[src/hdl/fsge_pkg.sv]
`timescale 1ns / 1ps
// ----------------------------------------------------------------------------
// fsge_pkg - shared types and constants of the falling-sand grid engine
// Sequencer states, register indexes, reset values and chunk geometry of the
// column-serial gravity unit.
// ----------------------------------------------------------------------------
package fsge_pkg;

  // columns settled per cycle by the gravity unit
  localparam int CHUNK_COLS = 8;
  // window into the row below: one column on each side of the chunk
  localparam int WIN_W      = CHUNK_COLS + 2;

  localparam logic [7:0] SPAWN_RESET = 8'd64;
  localparam logic [7:0] WAIT_RESET  = 8'd16;

  // register index, taken from paddr[2]
  localparam logic REG_SPAWN = 1'b0;
  localparam logic REG_WAIT  = 1'b1;

  typedef enum logic [3:0] {
    ST_CLR,     // clear the grid after reset
    ST_IDLE,    // wait for a frame tick
    ST_E_RD,    // read the next row for output
    ST_E_LD,    // load the output register
    ST_G_RD0,   // gravity: read row 0
    ST_G_LD0,   // gravity: capture row 0, read row 1
    ST_G_LD,    // gravity: capture the row below
    ST_G_RUN,   // gravity: settle one chunk of columns
    ST_G_WB,    // gravity: write back the finished row
    ST_G_LAST,  // gravity: write back the bottom row
    ST_S_RD,    // shift: read row 0
    ST_S_RUN    // shift: move each row down one
  } state_t;

endpackage

[src/hdl/fsge_chunk.sv]
`timescale 1ns / 1ps
// ----------------------------------------------------------------------------
// fsge_chunk - gravity settle for one chunk of columns
// Walks the chunk's grains from low column to high and drops each into the
// row below: straight down, else down-left, else down-right. Occupied bits
// at the window edges stand for missing columns.
// ----------------------------------------------------------------------------
module fsge_chunk (
  input  logic [fsge_pkg::CHUNK_COLS-1:0] grains_i,
  input  logic [fsge_pkg::WIN_W-1:0]      below_i,
  output logic [fsge_pkg::WIN_W-1:0]      below_o,
  output logic [fsge_pkg::CHUNK_COLS-1:0] moved_o
);

  logic [fsge_pkg::WIN_W-1:0]      win_w;
  logic [fsge_pkg::CHUNK_COLS-1:0] mv_w;

  // window bit i+1 is the column of grain i
  always_comb begin
    win_w = below_i;
    mv_w  = '0;
    for (int i = 0; i < fsge_pkg::CHUNK_COLS; i++) begin
      if (grains_i[i]) begin
        if (!win_w[i+1]) begin
          win_w[i+1] = 1'b1;
          mv_w[i]    = 1'b1;
        end else if (!win_w[i]) begin
          win_w[i]   = 1'b1;
          mv_w[i]    = 1'b1;
        end else if (!win_w[i+2]) begin
          win_w[i+2] = 1'b1;
          mv_w[i]    = 1'b1;
        end
      end
    end
  end

  assign below_o = win_w;
  assign moved_o = mv_w;

endmodule

[config.mk]
export PLATFORM = sky130hd
export DESIGN_NAME = fsge_chunk
export DESIGN_NICKNAME = d
export VERILOG_FILES = /design/src/hdl/fsge_pkg.sv /design/src/hdl/fsge_chunk.sv
export SDC_FILE = /design/constraint.sdc
export NUM_CORES = 1
export LEC_CHECK = 0
export ABC_AREA = 1
export BUFFER_PORTS_ARGS = -buffer_cell sky130_fd_sc_hd__buf_2
export CAP_MARGIN = 15
export CORE_AREA = 5 5 42 44
export DETAILED_ROUTE_END_ITERATION = 10
export DIE_AREA = 0 0 47 49
export GPL_ROUTABILITY_DRIVEN = 0
export MAX_ROUTING_LAYER = met4
export SETUP_SLACK_MARGIN = 0.05
export SLEW_MARGIN = 5
export SYNTH_ARGS = -nofsm -noshare
export SYNTH_HDL_FRONTEND = slang
export SYNTH_SLANG_ARGS = --single-unit
export TNS_END_PERCENT = 100
[constraint.sdc]
create_clock -name vclk -period 2.4
set_input_delay 0.24 -clock vclk [all_inputs]
set_output_delay 0.24 -clock vclk [all_outputs]
set_load 0.01 [all_outputs]
==> metrics.txt, run 1 <==
die area 2300 sq um; grt ovf 0; register area 0 sq um; fraction of the yosys area taken by sequential cells 0; Crit Path Max Fanout 4; sequential cells 0; Setup crit end kind output pin; Req. time, crit path 2.16 ns; vias per cell 4.21; Synthesized Nets 85; core area 1400 sq um; Synth top area share 0.220; Post-DP HPWL 938 um; Distinct cells, synth 11; number of max-cap violations 0; final setup TNS 0 ns; via count 501; DR pass1 iterations 4; row cnt 14; Hold/Removal Path Class in2out; Critical Path Start Type primary input; max frequency 519 MHz; Area Overhead vs Synth 55.9%; top-count cell post-synth inv_1; status complete, no violations; die width 47 um; WS Path Type in2out; worst vdd ir 67.7 uV; arrival time worst endpoint 1.69 ns; Port Buffers 36; synthesized instance count 67; initial antenna violation count 0; PnR worst setup slack 0.474 ns; Global Route Usage Sum 0.0849; final WL 1010 um; postcts setup bufs 0; dominant cell type by area after synthesis inv_1; dpl ws 0.463 ns; largest cells by area after synthesis inv_1 (22%), nand2_2 (17%), nand3_2 (14%); Finish-stage setup viols 0; hold-fix buffers at CTS 0; Slew @ Worst Pin 0.160 ns; first-pass GRT wire length 1580 um; unrepaired setup endpoints after global routing no; post-route insts no fill 119; Layout clock buffers 0; I/O pin cnt 36; number of global-route vias before repair 435; initial core utilization 0.255; Slew HR 0.893; DR iter-0 viols 6; Final ANT Viol Nets 0; Resized Gates After CTS 0; WL/cell 8.45 um; Placed Cells 119; PD cells 188 nW/um^2; share of cells above drive strength 1 0.515; Mapped Avg Cell Area 5.34 sq um; DRC violations left 0; YS warnings 0; final hold viol count 0; NumNets Final 123; die height 49 um; power consumption 105 uW; # diodes 0; mapped cell area 358 sq um; Commonest cells post-synth inv_1 (21), nand2_2 (10), nand2_1 (7), nand3_1 (7); fin crit period 1.93 ns; Final Cycle Share 0.803; P_leak 0.000372 uW; max-slew violation count 0; largest net degree at the start of global routing 5
layout by cell type, fill, tap and decap left out, drive strengths merged:
master / instances
buf: 36
nor2: 3
nand2: 17
a31oi: 5
o21bai: 4
nand3: 12
o21ai: 1
a21oi: 2
inv: 21
a21o: 2
area by class of cell:
| type | instances | area [sq um] |
|---|---|---|
| Tap cell | 16 | 20.0 |
| Timing Repair Buffer | 36 | 180 |
| Fill cell | 167 | 843 |
| Multi-Input combinational cell | 46 | 279 |
| Inverter | 21 | 78.8 |
worst paths after layout:
check	cells past startpoint	start	slack (ns)	to
setup / recovery	17	grains_i[0]	0.47	moved_o[7]
hold / removal	4	below_i[9]	0.76	below_o[9]
worst max-delay path: stages:
cell and delay [ns]:
buf_2 0.12, nor2_1 0.16, nor2_1 0.07, nand2_2 0.08, nand2_2 0.06, nand3_2 0.06, nand2_2 0.06, inv_1 0.08
nand2_2 0.07, nand3_2 0.08, nand2_2 0.06, inv_1 0.09, nand2_2 0.07, nand3_2 0.08, nand2_2 0.05, a21oi_1 0.11
buf_2 0.14
cells by family (layout without fill, tap and decap cells):
kind of cell | Yosys count | after routing | synth area share
and+or+nand+nor | 32 | 32 | 0.517
buffers and inverters | 21 | 57 | 0.220
AOI/OAI and AO/OA | 14 | 14 | 0.262
where the power goes:
group | leakage (uW) | internal (uW) | switching, uW
clock network | 0 | 0 | 0
logic | 0.000372 | 44.8 | 59.9
registers | 0 | 0 | 0
metrics by stage:
stage	util	cell area [sq um]	hold WS [ns]
after global routing	0.398	558	0.772
after detailed placement	0.398	558	0.765
after CTS	0.398	558	0.765
after global placement	0.398	558	0.763
after floorplan	-	358	0.569
final	0.398	558	0.763
metal layers:
layer,vias to the layer above,share of wire,global-route usage
li1,285,-,-
met1,191,0.47,0.122
met2,25,0.38,0.140
met3,0,0.14,0
met4,0,0,0
met5,-,0,-
(Power assumes the default switching activity.)
==> run 2: changes to the inputs <==
--- a/config.mk
+++ b/config.mk
@@ -13,6 +13,7 @@
 export DIE_AREA = 0 0 47 49
 export GPL_ROUTABILITY_DRIVEN = 0
 export MAX_ROUTING_LAYER = met4
+export PLACE_DENSITY = 0.66
 export SETUP_SLACK_MARGIN = 0.05
 export SLEW_MARGIN = 5
 export SYNTH_ARGS = -nofsm -noshare
==> constraint.sdc (replaced) <==
create_clock -name vclk -period 1.6
set_input_delay 0.16 -clock vclk [all_inputs]
set_output_delay 0.16 -clock vclk [all_outputs]
set_load 0.01 [all_outputs]
==> run 2 against run 1 <==
- the flow now finishes with violations (negative setup slack)
- combinational power rose by 120%
- critical path depth rose by 1
- count of clock-buffer cells in the layout did not move
- global-route usage rose by 4.3 points
- utilization rose by 18 points
- routed wire length rose by 45%
- flip-flop and latch count did not move
- final cell count rose by 18%
- worst setup slack got worse by 0.56 ns
- total power rose by 130%
- design area rose by 45%
- non-clock buffer count rose by 21
- critical path type unchanged
- highest routed layer unchanged
==> metrics.txt, run 2 (synthesis results as in run 1) <==
die width 47 um (unchanged); core area 1400 sq um (unchanged); P_leak 0.000494 uW (+33%); WL/cell 10.4 um (+23%); hold-fix buffers at CTS 0 (unchanged); Crit-path slowest cell buf_2; Slew HR 0.896 (+0.00317); die height 49 um (unchanged); DRC violations left 0 (unchanged); Placed Cells 131 (+10%); Hold/Removal Path Class in2out; worst vdd ir 137 uV (+100%); DR pass1 iterations 4 (unchanged); Port Buffers 36 (unchanged); row cnt 14 (unchanged); Crit path buffers/inverters 2 (-2); Final Cycle Share 1.06; I/O pin cnt 36 (unchanged); PnR worst setup slack -0.0884 ns (-0.562 ns); most frequent cells in the layout buf_2 (32), buf_4 (20), inv_1 (18), nand2_2 (8); Layout clock buffers 0 (unchanged); share of cells above drive strength 1 0.669 (+0.155); fin util 0.577 (+0.179); WS Path Type in2out; Crit path largest cell delay 0.12 ns (-0.04 ns); Finish-stage setup viols 6 (+6); fin crit period 1.69 ns; post-route insts no fill 140 (+18%); number of max-cap violations 0 (unchanged); first-pass GRT wire length 2300 um (+46%); initial antenna violation count 0 (unchanged); Slew @ Worst Pin 0.155 ns (-0.00489 ns); final hold viol count 0 (unchanged); initial core utilization 0.255 (unchanged); Area Overhead vs Synth 126%; grt ovf 0 (unchanged); unrepaired setup endpoints after global routing yes; register area 0 sq um (unchanged); Req. time, crit path 1.44 ns (-0.72 ns); NumNets Final 144 (+17%); post-route cell area 808 sq um (+45%); Post-DP HPWL 1060 um (+13%); sequential cells 0 (unchanged); die area 2300 sq um (unchanged); placed cell areas 648 sq um (+16%); arrival time worst endpoint 1.53 ns (-0.16 ns); dpl ws -0.139 ns (-0.602 ns); # diodes 0 (unchanged); multi-input logic area 333 sq um (+19%); final setup TNS -0.374 ns (-0.374 ns); CP Cell Sequence buf_8, nand3_4, nand2_4, nand2_4, nand2_4, nand3_2, nand2_2, nand3_2, nand2_2, nand3_2, nand2_2, nand3_2, nand2_2, nand3_2, nand2_2, nand2_1, nand2_1, buf_2; commonest non-fill, non-tap cell in the layout buf_2; Global Route Usage Sum 0.128 (+0.0432); via count 629 (+26%); failing checks negative setup slack; fillcell total 125 (-25%); final WL 1460 um (+45%); Critical Path Start Type primary input; DR iter-0 viols 7 (+1); vias per cell 4.49 (+6.7%); number of global-route vias before repair 613 (+41%); max frequency 592 MHz; CP top delay family simple AND/OR/NAND/NOR gates; Crit Path Max Fanout 3 (-1); Setup crit end kind output pin; Final ANT Viol Nets 0 (unchanged); largest net degree at the start of global routing 5 (unchanged); status finished, violations left; max-slew violation count 0 (unchanged); PD cells 292 nW/um^2 (+56%)
## run 2: layout make-up
class | count | area share
multi-input cells | 46 | 0.412
repair buffers | 57 | 0.463
well taps | 16 | 0.0248
inverters | 21 | 0.101
## run 2: tightest hold or removal path: cells and delay by family
| family | cells | cell delay, ns |
|---|---|---|
| buffers and inverters | 2 | 0.22 |
| AO/OA/AOI/OAI | 1 | 0.07 |
## run 2: power by group
part           leakage, uW  switching (uW)  internal, uW
registers                0               0             0
clock network            0               0             0
logic             0.000494             116           120
total             0.000494             116           120
## run 2: path summary, 6_finish.rpt
kind | from | endpoint | slack [ns] | cells after the start
worst max-delay path | below_i[1] | below_o[9] | -0.09 | 18
worst min-delay path | below_i[8] | moved_o[6] | 0.60 | 3
## run 2: stage by stage
| step | hold slack [ns] | power, uW |
|---|---|---|
| finish | 0.602 | 236 |
| global route | 0.619 | 261 |
| detailed placement | 0.603 | 185 |
| CTS | 0.603 | 222 |
| floorplan | 0.409 | 93.7 |
| global placement | 0.599 | 182 |
## run 2: timing repair
item,CTS,global route
pin swaps,11,13
cloned,0,0
setup endpoints to repair,8,9
gates resized for setup,16,7
buffers inserted,9,2
## run 2: metal layers
layer  global-route usage  share of wire  vias to the layer above
met5                    -              0                        -
met4                    0              0                        0
met3               0.0185           0.18                        0
met2                0.249           0.48                       39
met1                0.137           0.35                      261
li1                     -              -                      329
